--- src/hw/rtl/base64_stream_decoder_assert.svh ---
// assertion macros used by the decoder back end
`ifndef BASE64_STREAM_DECODER_ASSERT_SVH
`define BASE64_STREAM_DECODER_ASSERT_SVH

// checked on every edge outside reset
`define B64SD_ASSERT(lbl, prop, msg) \
    lbl: assert property (@(posedge i_clk) disable iff (!i_rst_n) prop) else $error(msg);

// checked on every edge, reset included
`define B64SD_ASSERT_ALWAYS(lbl, prop, msg) \
    lbl: assert property (@(posedge i_clk) prop) else $error(msg);

`endif

--- src/hw/rtl/b64sd_pkg.sv ---
// shared types, constants and the alphabet lookup for the base64 decoder
`timescale 1ns / 1ps
`default_nettype none

package b64sd_pkg;

    localparam logic [7:0] PAD_CHAR = 8'h3D;

    localparam int QUEUE_DEPTH = 4; // power of two
    localparam int QPTR_W      = $clog2(QUEUE_DEPTH);
    localparam int QCNT_W      = $clog2(QUEUE_DEPTH + 1);

    typedef enum logic [1:0] {
        ERR_OK        = 2'd0,
        ERR_BAD_CHAR  = 2'd1,
        ERR_EARLY_PAD = 2'd2,
        ERR_LENGTH    = 2'd3
    } t_err;

    // one decoded group handed from front to back
    typedef struct packed {
        logic [23:0] word;
        logic [1:0]  nbytes;   // 0 means a lone end-of-string beat
        t_err        err;
        logic        fin;
    } t_job;

    // top bit set for a character outside the alphabet
    function automatic logic [6:0] map_char(input logic [7:0] c);
        logic [6:0] res;
        res = {1'b1, 6'd0};
        if (c >= 8'h41 && c <= 8'h5A) begin
            res = {1'b0, 6'(c - 8'h41)};
        end else if (c >= 8'h61 && c <= 8'h7A) begin
            res = {1'b0, 6'(c - 8'd71)};
        end else if (c >= 8'h30 && c <= 8'h39) begin
            res = {1'b0, 6'(c + 8'd4)};
        end else if (c == 8'h2B) begin
            res = {1'b0, 6'd62};
        end else if (c == 8'h2F) begin
            res = {1'b0, 6'd63};
        end
        return res;
    endfunction

endpackage

`default_nettype wire

--- src/hw/rtl/b64sd_front.sv ---
// front end: takes characters, tracks group state and forms decode jobs
`timescale 1ns / 1ps
`default_nettype none

module b64sd_front
    import b64sd_pkg::*;
(
    input  wire logic       i_clk,
    input  wire logic       i_rst_n,
    input  wire logic       i_valid,
    input  wire logic [7:0] i_char,
    input  wire logic       i_final,
    input  wire logic       i_space,
    output logic            o_ready,
    output logic            o_push,
    output t_job            o_job
);

    logic [17:0] r_buf, n_buf;
    logic [1:0]  r_pos, n_pos;
    logic        r_pad, n_pad;
    t_err        r_err, n_err;

    logic        w_accept;
    logic [6:0]  w_map;
    logic        w_is_pad;
    t_err        w_e, w_err1, w_err2, w_err3;
    logic [1:0]  w_nbytes;
    logic        w_padded;

    assign o_ready  = i_space;
    assign w_accept = i_valid && i_space;
    assign w_map    = map_char(i_char);
    assign w_is_pad = (i_char == PAD_CHAR);
    assign w_padded = w_is_pad || r_pad;

    always_comb begin
        w_e      = ERR_OK;
        n_buf    = r_buf;
        n_pos    = r_pos;
        n_pad    = r_pad;
        w_nbytes = 2'd0;

        if (w_is_pad) begin
            if (r_pos < 2'd2) begin
                w_e = ERR_EARLY_PAD;
            end
        end else begin
            if (w_map[6]) begin
                w_e = ERR_BAD_CHAR;
            end
            if (r_pos == 2'd3 && r_pad) begin
                w_e = ERR_EARLY_PAD;
            end
        end
        w_err1 = (r_err == ERR_OK) ? w_e : r_err;
        w_err2 = w_err1;

        if (r_pos == 2'd3) begin
            // padded group must close the string
            if (w_padded && !i_final && w_err1 == ERR_OK) begin
                w_err2 = ERR_EARLY_PAD;
            end
            if (w_err2 == ERR_OK) begin
                w_nbytes = r_pad ? 2'd1 : (w_is_pad ? 2'd2 : 2'd3);
            end
            n_buf = '0;
            n_pad = 1'b0;
            n_pos = 2'd0;
        end else begin
            n_buf = {r_buf[11:0], w_map[5:0]};
            n_pos = r_pos + 2'd1;
            if (w_is_pad && r_pos == 2'd2) begin
                n_pad = 1'b1;
            end
        end

        w_err3 = w_err2;
        if (i_final && n_pos != 2'd0 && w_err2 == ERR_OK) begin
            w_err3 = ERR_LENGTH;
        end

        n_err = w_err3;
        if (i_final) begin
            n_buf = '0;
            n_pos = 2'd0;
            n_pad = 1'b0;
            n_err = ERR_OK;
        end
    end

    assign o_push       = w_accept && (w_nbytes != 2'd0 || i_final);
    assign o_job.word   = {r_buf, w_map[5:0]};
    assign o_job.nbytes = w_nbytes;
    assign o_job.err    = w_err3;
    assign o_job.fin    = i_final;

    always_ff @(posedge i_clk) begin
        if (!i_rst_n) begin
            r_buf <= '0;
            r_pos <= 2'd0;
            r_pad <= 1'b0;
            r_err <= ERR_OK;
        end else if (w_accept) begin
            r_buf <= n_buf;
            r_pos <= n_pos;
            r_pad <= n_pad;
            r_err <= n_err;
        end
    end

endmodule

`default_nettype wire

--- src/hw/rtl/b64sd_queue.sv ---
// short job queue between the front end and the byte emitter
`timescale 1ns / 1ps
`default_nettype none

module b64sd_queue
    import b64sd_pkg::*;
(
    input  wire logic i_clk,
    input  wire logic i_rst_n,
    input  wire logic i_push,
    input  wire t_job i_job,
    input  wire logic i_pop,
    output logic      o_space,
    output logic      o_head_valid,
    output t_job      o_head
);

    t_job              r_mem [QUEUE_DEPTH];
    logic [QPTR_W-1:0] r_wr_ptr, n_wr_ptr;
    logic [QPTR_W-1:0] r_rd_ptr, n_rd_ptr;
    logic [QCNT_W-1:0] r_count, n_count;

    logic w_wr, w_rd;

    assign o_space      = (r_count != QCNT_W'(QUEUE_DEPTH));
    assign o_head_valid = (r_count != '0);
    assign o_head       = r_mem[r_rd_ptr];

    assign w_wr = i_push && o_space;
    assign w_rd = i_pop && o_head_valid;

    always_comb begin
        n_wr_ptr = w_wr ? r_wr_ptr + 1'b1 : r_wr_ptr;
        n_rd_ptr = w_rd ? r_rd_ptr + 1'b1 : r_rd_ptr;
        n_count  = r_count;
        if (w_wr && !w_rd) begin
            n_count = r_count + 1'b1;
        end else if (w_rd && !w_wr) begin
            n_count = r_count - 1'b1;
        end
    end

    always_ff @(posedge i_clk) begin
        if (w_wr) begin
            r_mem[r_wr_ptr] <= i_job;
        end
    end

    always_ff @(posedge i_clk) begin
        if (!i_rst_n) begin
            r_wr_ptr <= '0;
            r_rd_ptr <= '0;
            r_count  <= '0;
        end else begin
            r_wr_ptr <= n_wr_ptr;
            r_rd_ptr <= n_rd_ptr;
            r_count  <= n_count;
        end
    end

endmodule

`default_nettype wire

--- src/hw/rtl/b64sd_back.sv ---
// back end: splits each job into byte beats behind an output register
`timescale 1ns / 1ps
`default_nettype none

`include "base64_stream_decoder_assert.svh"

module b64sd_back
    import b64sd_pkg::*;
(
    input  wire logic       i_clk,
    input  wire logic       i_rst_n,
    input  wire logic       i_job_valid,
    input  wire t_job       i_job,
    output logic            o_pop,
    input  wire logic       i_ready,
    output logic            o_valid,
    output logic [7:0]      o_out_byte,
    output logic            o_byte_valid,
    output logic            o_run_last,
    output logic            o_stream_end,
    output logic [1:0]      o_error_code
);

    logic [1:0] r_idx, n_idx;
    logic       r_valid;
    logic [7:0] r_byte;
    logic       r_bv;
    logic       r_rl;
    logic       r_se;
    t_err       r_err;

    logic       w_load;
    logic       w_last;
    logic [7:0] w_byte;

    assign w_load = i_job_valid && (!r_valid || i_ready);
    // an empty job still gives its one end-of-string beat
    assign w_last = (i_job.nbytes == 2'd0) || (r_idx == i_job.nbytes - 2'd1);
    assign o_pop  = w_load && w_last;

    always_comb begin
        case (r_idx)
            2'd0:    w_byte = i_job.word[23:16];
            2'd1:    w_byte = i_job.word[15:8];
            2'd2:    w_byte = i_job.word[7:0];
            default: w_byte = 8'd0;
        endcase
        if (i_job.nbytes == 2'd0) begin
            w_byte = 8'd0;
        end
        n_idx = r_idx;
        if (w_load) begin
            n_idx = w_last ? 2'd0 : r_idx + 2'd1;
        end
    end

    always_ff @(posedge i_clk) begin
        if (!i_rst_n) begin
            r_valid <= 1'b0;
            r_idx   <= 2'd0;
        end else begin
            r_idx <= n_idx;
            if (w_load) begin
                r_valid <= 1'b1;
            end else if (i_ready) begin
                r_valid <= 1'b0;
            end
        end
    end

    always_ff @(posedge i_clk) begin
        if (w_load) begin
            r_byte <= w_byte;
            r_bv   <= (i_job.nbytes != 2'd0);
            r_rl   <= w_last;
            r_se   <= w_last && i_job.fin;
            r_err  <= i_job.err;
        end
    end

    assign o_valid      = r_valid;
    assign o_out_byte   = r_byte;
    assign o_byte_valid = r_bv;
    assign o_run_last   = r_rl;
    assign o_stream_end = r_se;
    assign o_error_code = r_err;

    `B64SD_ASSERT(a_empty_beat_ends, r_valid && !r_bv |-> r_rl && r_se, "empty beat not at end")
    `B64SD_ASSERT(a_end_is_last, r_valid && r_se |-> r_rl, "stream end without run last")
    `B64SD_ASSERT(a_pop_has_job, o_pop |-> i_job_valid, "pop from empty queue")
    `B64SD_ASSERT_ALWAYS(a_idx_range, !i_rst_n || r_idx != 2'd3, "byte index out of range")

endmodule

`default_nettype wire

--- src/hw/rtl/base64_stream_decoder.sv ---
// Base64 decoder (standard alphabet) taking one character per beat and giving
// one decoded byte per beat. A character is taken every cycle while the job
// queue has room; each fourth character of a group yields up to three bytes,
// emitted one per cycle by the back end while i_ready is high, so sustained
// input is one character per cycle; each job goes through the queue and the
// output register. The final character always yields an end-of-string beat
// carrying the first error of the string (bad character, misplaced padding or
// a length that is not a multiple of four); groups with an error give no bytes.
`timescale 1ns / 1ps
`default_nettype none

module base64_stream_decoder
    import b64sd_pkg::*;
(
    input  wire logic       i_clk,
    input  wire logic       i_rst_n,
    input  wire logic       i_valid,
    output logic            o_ready,
    input  wire logic [7:0] i_in_char,
    input  wire logic       i_in_final,
    output logic            o_valid,
    input  wire logic       i_ready,
    output logic [7:0]      o_out_byte,
    output logic            o_byte_valid,
    output logic            o_run_last,
    output logic            o_stream_end,
    output logic [1:0]      o_error_code
);

    logic w_space;
    logic w_push;
    t_job w_job;
    logic w_head_valid;
    t_job w_head;
    logic w_pop;

    b64sd_front u_front (
        .i_clk   (i_clk),
        .i_rst_n (i_rst_n),
        .i_valid (i_valid),
        .i_char  (i_in_char),
        .i_final (i_in_final),
        .i_space (w_space),
        .o_ready (o_ready),
        .o_push  (w_push),
        .o_job   (w_job)
    );

    b64sd_queue u_queue (
        .i_clk        (i_clk),
        .i_rst_n      (i_rst_n),
        .i_push       (w_push),
        .i_job        (w_job),
        .i_pop        (w_pop),
        .o_space      (w_space),
        .o_head_valid (w_head_valid),
        .o_head       (w_head)
    );

    b64sd_back u_back (
        .i_clk        (i_clk),
        .i_rst_n      (i_rst_n),
        .i_job_valid  (w_head_valid),
        .i_job        (w_head),
        .o_pop        (w_pop),
        .i_ready      (i_ready),
        .o_valid      (o_valid),
        .o_out_byte   (o_out_byte),
        .o_byte_valid (o_byte_valid),
        .o_run_last   (o_run_last),
        .o_stream_end (o_stream_end),
        .o_error_code (o_error_code)
    );

endmodule

`default_nettype wire
--- config.mk ---
export PLATFORM = sky130hd
export DESIGN_NAME = base64_stream_decoder
export DESIGN_NICKNAME = d
export VERILOG_FILES = /design/src/hw/rtl/b64sd_pkg.sv /design/src/hw/rtl/b64sd_front.sv /design/src/hw/rtl/b64sd_queue.sv /design/src/hw/rtl/b64sd_back.sv /design/src/hw/rtl/base64_stream_decoder.sv
export VERILOG_INCLUDE_DIRS = /design/src /design/src/hw/rtl
export SDC_FILE = /design/constraint.sdc
export NUM_CORES = 1
export LEC_CHECK = 0
export ABC_AREA = 1
export ABC_CLOCK_PERIOD_IN_PS = 4100
export BUFFER_PORTS_ARGS = -buffer_cell sky130_fd_sc_hd__buf_2
export CORE_MARGIN = 2
export CORE_UTILIZATION = 30
export DETAILED_ROUTE_END_ITERATION = 8
export GPL_TIMING_DRIVEN = 0
export PLACE_DENSITY_LB_ADDON = 0.1
export RECOVER_POWER = 100
export SLEW_MARGIN = 10
export SYNTH_ARGS = -nofsm -noshare
export SYNTH_HDL_FRONTEND = slang
export SYNTH_SLANG_ARGS = --single-unit
--- constraint.sdc ---
create_clock -name i_clk -period 4.1 [get_ports i_clk]
set_clock_uncertainty 0.2 [all_clocks]
set_input_delay 0.82 -clock i_clk [delete_from_list [all_inputs] [get_ports i_clk]]
set_output_delay 0.82 -clock i_clk [all_outputs]
set_load 0.005 [all_outputs]
==> reports/metrics.csv, run 1 <==
metric;value;unit
design_area;0.00843;sq mm
max_freq;271;MHz
synthSimpleGateAreaFrac;15.4;%
n_antenna_cell;0;
clk_latency;430;ps
irDropWorstVdd;227;uV
syn_inst;697;
finalSetupViolations;0;
grt_max_degree;20;
synth-adder-area-share;3.92;%
synthArstFlopShare;0;%
detail_route.first_pass.iterations;5;
fp.dieW;159;um
fin_crit;3680;ps
area_growth;16.9;%
nNetsFinal;782;
cts_made_buffers;17;
postCtsHoldBufs;0;
r2r_end;u_queue.r_count[2];
post_dp_cell_area;0.00789;sq mm
cts_resized;0;
hp-class;register to register;
layout-drive-gt1-share;11.3;%
status;finished clean;
drt-wirelength-per-cell;17.0;um
vias_per_cell;4.66;
rows;56;
final-seq-area;0.00457;sq mm
cts.sinks;164;
fillers;2416;
post_cts_buffers;0;
worstRegToRegCells;17;
synth-xor-area-share;1.21;%
synth_flop_cell;edfxtp_1;
synth_top_family_by_area;simple AND/OR/NAND/NOR gates;
syn-num-nets;732;
yosys.area.top_type;edfxtp_1;
critPathLaunchType;input pin;
synth_top_area_share;53.7;%
synth.avg_cell_area;10.3;sq um
ys_seq_area_share;63.4;%
p_leak;3.14;nW
cts_buffer_depth;2;
hold_slack;278;ps
cp-endpoint;u_queue.r_mem[1][21];
powerDensity;618;mW/mm^2
yosysWarnings;0;
synth_common_cells;nand2_1, edfxtp_1, nor2_1;
drc_errors;0;
dp_hpwl;12.9;mm
required;3990;ps
synth_seq_cells;164;
die_h;159;um
cts_tree;done;
multi_input_area;0.00224;sq mm
finalHoldViolations;0;
grt_usage;15.0;%
pin_count;28;
cap_violations;0;
worstPathArrival;3570;ps
synth_edf_count;129;
grt_pass1_vias;4964;
crit_start;i_in_char[2];
timing.reg2reg.setup_slack;480;ps
synthMostInstantiatedCell;nand2_1;
routed_wl;18.4;mm
period_share;89.8;%
synth_top_cells_by_area;edfxtp_1, dfxtp_1, nand2_1;
ant_nets;0;
grt_overflow;0;
htreeDepth;4;
rsz0062_at_grt;no;
synthMuxAreaShare;0;%
die-area;0.0253;sq mm
start_util;30.6;%
vias;5028;
netlist_area;0.00721;sq mm
routabilityCongestion;0.838;
antenna_found_initial;0;
grt_pass1_wl;28.7;mm
slew_viol_final;0;
portBuffers;26;
cts_root_buf;clkbuf_16;
path_max_fanout;19;
synth_compound_area_share;10.7;%
end_kind;register;
core_area;0.0235;sq mm
relSlewSlack;26.6;%
netlist-cell-type-count;35;
critPathKind;input pin to register;
clkTransAtPathRegs;60;ps
dr.first_iter.drc_count;313;
tightestPinTransition;1100;ps
==> sequential cells by signal, indices dropped and copies added (netlist names), named ones only <==
register / cells
u_back.o_byte_valid: 1
u_back.o_error_code: 2
u_back.o_out_byte: 8
u_back.o_run_last: 1
u_back.o_stream_end: 1
u_back.o_valid: 1
u_back.r_idx: 2
u_front.r_buf: 18
u_front.r_err: 2
u_front.r_pad: 1
u_front.r_pos: 2
u_queue.r_count: 3
u_queue.r_mem: 116
u_queue.r_rd_ptr: 2
u_queue.r_wr_ptr: 2
==> logic make-up (layout without fill, tap and decap cells) <==
kind of cell / after synthesis / count (layout)
adders and majority gates: 22 / 22
AOI/OAI and AO/OA: 142 / 142
and+or+nand+nor: 268 / 268
buffers and inverters: 91 / 154
xor gates and xnor gates: 10 / 10
DFF: 164 / 164
==> how the worst min path moves through the flow <==
| stage | depth (start not counted) | end | from |
|---|---|---|---|
| finish | 2 | u_queue.r_rd_ptr[1] | u_queue.r_rd_ptr[1] |
| global route | 2 | u_queue.r_rd_ptr[1] | u_queue.r_rd_ptr[1] |
| detailed placement | 2 | u_queue.r_rd_ptr[1] | u_queue.r_rd_ptr[1] |
| CTS | 2 | u_queue.r_rd_ptr[1] | u_queue.r_rd_ptr[1] |
| floorplan | 2 | register | u_queue.r_rd_ptr[1] |
| global placement | 2 | u_queue.r_rd_ptr[1] | u_queue.r_rd_ptr[1] |
==> routing by layer <==
layer | global-route usage, % | part of all wire (%)
met2 | 26.2 | 50
met5 | 0 | 0
met1 | 19.2 | 46
met4 | 4.34 | 1.4
met3 | 2.58 | 2.9
==> area by class of cell <==
cell class / count / share of cell area [%]
flip-flops and latches: 164 / 54.3
multi-input cells: 442 / 26.6
clock buffers: 24 / 5.60
well taps: 319 / 4.74
inverters: 59 / 2.63
repair buffers: 31 / 2.58
plain buffers: 32 / 1.84
clock inverters: 8 / 1.78
==> layout by cell type (no fill, tap or decap), types with 4 or more instances in the layout <==
cell type / n
nand3_1: 31
inv_1: 56
xor2_1: 8
clkbuf_1: 29
edfxtp_1: 129
nor2_1: 83
a21oi_1: 34
buf_2: 30
bufinv_16: 4
nand2_2: 8
nor2_2: 6
ha_1: 21
clkinvlp_4: 4
o22ai_1: 26
nand2_1: 133
o21ai_0: 70
dfxtp_1: 35
nor3_1: 4
clkbuf_16: 17
==> where the power goes <==
part / leakage [nW] / total [W] / internal (W) / switching, W
clock network: 0.287 / 0.00167 / 0.00105 / 0.000615
registers: 1.49 / 0.00210 / 0.00203 / 0.0000705
logic: 1.37 / 0.00144 / 0.000428 / 0.00101
==> critical path: stages <==
cell	delay (ps)
buf_2	110
clkbuf_2	180
inv_1	120
ha_1	270
nand2_1	80
nand2_1	50
nand2_1	90
nand2_2	90
nand2_1	190
nor2_2	40
nand3_1	130
nand3_1	110
nand2_2	110
nand2_2	110
nor2_2	530
clkbuf_4	510
==> through the flow <==
stage / util, % / worst slack, ps / std cells / total power [W] / setup TNS [ps]
finish: 35.8 / 416 / 1079 / 0.00521 / 0
floorplan: - / 188 / 697 / 0.00304 / 0
global placement: 32.9 / -1520 / 1042 / 0.00361 / -170620
global route: 35.8 / 85.0 / 1079 / 0.00552 / 0
CTS: 36.2 / 384 / 1079 / 0.00532 / 0
detailed placement: 33.5 / 47.2 / 1047 / 0.00366 / 0
Power figures use the tool's default switching activity.
==> inputs of run 2 (changes only) <==
--- a/config.mk
+++ b/config.mk
@@ -6,7 +6,6 @@
 export SDC_FILE = /design/constraint.sdc
 export NUM_CORES = 1
 export LEC_CHECK = 0
-export ABC_AREA = 1
 export ABC_CLOCK_PERIOD_IN_PS = 4100
 export BUFFER_PORTS_ARGS = -buffer_cell sky130_fd_sc_hd__buf_2
 export CORE_MARGIN = 2
==> run 2 against run 1 <==
  * First-iteration DRC count up 1.9%
  * Die area down 3.1%
  * Synthesized area down 3.2%
  * Sequential power down 2%
  * Clock power down 5%
  * Via count down 19%
  * Count of clock-buffer cells in the layout down 6
  * Final cell count down 25%
  * Synthesized cell count down 33%
  * Largest power group unchanged
  * Highest routed layer unchanged
==> reports/metrics.csv, run 2 <==
metric;value;unit;change
critPathLaunchType;input pin;;
layout-drive-gt1-share;17.5;%;+6.2 points
slowest_delay;800;ps;+270 ps
fin_crit;3770;ps;+87.4 ps
synth_flop_cell;edfxtp_1;;
dr.first_iter.drc_count;319;;+1.9%
multi_input_area;0.00220;sq mm;-1.6%
ys_seq_area_share;65.6;%;+2.1 points
synth_compound_area_share;8.77;%;-2.0 points
start_util;30.7;%;+0.099 points
grt_pass1_vias;4122;;-17%
area_growth;16.8;%;
synthMostInstantiatedCell;edfxtp_1;;
critPathKind;input pin to register;;
cap_violations;0;;unchanged
relSlewSlack;32.3;%;+5.7 points
period_share;92.0;%;+2.1 points
dp_hpwl;11.2;mm;-14%
core_area;0.0227;sq mm;-3.5%
syn-num-nets;499;;-32%
rsz0062_at_grt;no;;
status;finished clean;;
antenna_found_initial;0;;unchanged
powerDensity;579;mW/mm^2;-6.3%
slew_viol_final;0;;unchanged
pin_count;28;;unchanged
clkTransAtPathRegs;60;ps;about the same
combinationalPowerShare;23.0;%;-4.7 points
cp_slowest_cell;and2_1;;
synth_edf_count;129;;unchanged
yosys.area.top_type;edfxtp_1;;
synth_seq_cells;164;;unchanged
grt_pass1_wl;25.2;mm;-12%
irDropWorstVdd;274;uV;+20%
drt-wirelength-per-cell;20.0;um;+18%
path_max_fanout;16;;-3
rows;55;;-1.8%
p_leak;2.74;nW;-13%
worstPathArrival;3690;ps;+120 ps
power_switching;0.00133;W;-22%
cts_made_buffers;17;;unchanged
finalSetupViolations;0;;unchanged
final_common_cell;edfxtp_1;;
fin_setup_tns;0;ps;unchanged
routed_wl;16.2;mm;-12%
detail_route.first_pass.iterations;4;;-1
syn_inst;464;;-33%
worstPathCellList;clkbuf_1 -> inv_1 -> ha_1 -> a21oi_1 -> o311ai_4 -> o21ai_2 -> o31a_1 -> buf_4 -> and2_1 -> buf_16;;
final-seq-area;0.00457;sq mm;unchanged
clk_latency;420;ps;about the same
end_kind;register;;
required;4020;ps;+30 ps
cts_buffer_depth;2;;unchanged
synthArstFlopShare;0;%;unchanged
nNetsFinal;549;;-30%
yosysWarnings;0;;unchanged
synthSimpleGateAreaFrac;8.16;%;-7.3 points
p_seq_share;43.3;%;+2.9 points
tightestPinTransition;1020;ps;-84.4 ps
postCtsHoldBufs;0;;unchanged
pwr-share-clk;33.6;%;+1.6 points
hp-class;register to register;;
top_register;u_queue.r_mem;;
fillers;2194;;-9.2%
htreeDepth;4;;unchanged
synth_top_family_by_area;multiplexers;;
max_freq;265;MHz;-2.3%
synth-adder-area-share;4.05;%;+0.13 points
fin_cells;811;;-25%
drc_errors;0;;unchanged
synth_top_area_share;55.5;%;+1.8 points
intPower;0.00339;W;-3.5%
vias;4051;;-19%
vias_per_cell;5.00;;+7.2%
cts.sinks;164;;unchanged
die-area;0.0245;sq mm;-3.1%
grt_usage;14.2;%;-0.83 points
finalHoldViolations;0;;unchanged
n_antenna_cell;0;;unchanged
swShare;28.2;%;-4.4 points
fp.dieW;157;um;-1.6%
synth-xor-area-share;0.753;%;-0.46 points
die_h;157;um;-1.6%
routabilityCongestion;0.779;;-7.1%
synthMuxAreaShare;10.1;%;+10 points
grt_max_degree;20;;unchanged
netlist-cell-type-count;62;;+77%
netlist_area;0.00698;sq mm;-3.2%
place_inst;781;;-25%
cts_root_buf;clkbuf_16;;
final_cell_mix;edfxtp_1, dfxtp_1, nand2_1;;
synth_top_cells_by_area;edfxtp_1, dfxtp_1, mux4_2;;
largest_register_ffs;116;;unchanged
synth_common_cells;edfxtp_1, dfxtp_1, nand2_1;;
ant_nets;0;;unchanged
cts_tree;done;;
synth.avg_cell_area;15.0;sq um;+45%
portBuffers;27;;+3.8%
grt_overflow;0;;unchanged
p_total;0.00472;W;-9.4%
==> run 2: cell types whose count changed in the layout (fill, tap and decap cells not counted), moves of 8 or more <==
cell,change
mux4_2,+29
nand2_1,-100
nand3_1,-12
buf_2,-10
inv_1,-34
nor2_1,-68
nand2_2,-8
o22ai_1,-25
o21ai_0,-65
a22oi_1,+10
==> run 2: per-stage QoR <==
step	utilization [%]	instance area (sq um)	setup WS (ps)	hold slack [ps]
2_1_floorplan	-	6980	500	249
3_3_place_gp	32.9	7470	-453	250
3_5_place_dp	33.5	7600	-309	275
4_1_cts	36.1	8190	109	284
5_1_grt	35.9	8150	62.1	325
6_report	35.9	8150	329	271
==> run 2: power by group through the flow <==
stage / combinational (W) / sequential [W] / clock, W
after floorplan: 0.000724 / 0.00208 / 0
after global placement: 0.00110 / 0.00209 / 0
after detailed placement: 0.00114 / 0.00208 / 0
after CTS: 0.00115 / 0.00205 / 0.00162
after global routing: 0.00122 / 0.00207 / 0.00169
final: 0.00109 / 0.00205 / 0.00159
==> run 2: per-layer routing <==
layer | part of all wire, % | vias up | track usage (%)
met3 | 4.8 | 12 | 2.71
met5 | 0 | - | 0
met2 | 49 | 81 | 23.1
met4 | 1.4 | 0 | 4.28
li1 | - | 1900 | -
met1 | 45 | 2058 | 19.3
==> run 2: area by class of cell <==
cell class                      instances  share of cell area [%]
Timing Repair Buffer                   32                    2.90
Clock buffer                           18                    5.27
Multi-Input combinational cell        254                    27.0
Clock inverter                         13                    1.97
Sequential cell                       164                    56.1
Buffer                                 22                    1.26
Inverter                               23                    1.06
Tap cell                              285                    4.38
==> run 2: timing repair <==
| item | in CTS | in global routing |
|---|---|---|
| gates resized for setup | 2 | 2 |
| setup endpoints to repair | 2 | 1 |
| setup buffers | 0 | 0 |
==> run 2: path summary, 6_finish.rpt <==
check,start,endpoint,slack [ps],depth (start not counted)
worst max-delay path,i_in_char[2],u_queue.r_mem[1][11],330,10
worst min-delay path,u_back.o_valid,u_back.o_valid,270,2
worst max register to register,register,u_queue.r_count[2],390,15
worst min register to register,u_back.o_valid,u_back.o_valid,270,2
==> run 2: kinds of logic after synthesis <==
logic type / count (synthesis)
adders and majority gates: 22
muxes: 34
buffers and inverters: 46
and+or+nand+nor: 108
xor gates and xnor gates: 6
DFF: 164
AOI/OAI and AO/OA: 84
==> run 2: worst max-delay path: cells and delay by family <==
kind,cells,cell delay [ps]
buffers and inverters,4,960
and+or+nand+nor,1,800
AOI/OAI and AO/OA,4,780
adders and majority gates,1,310
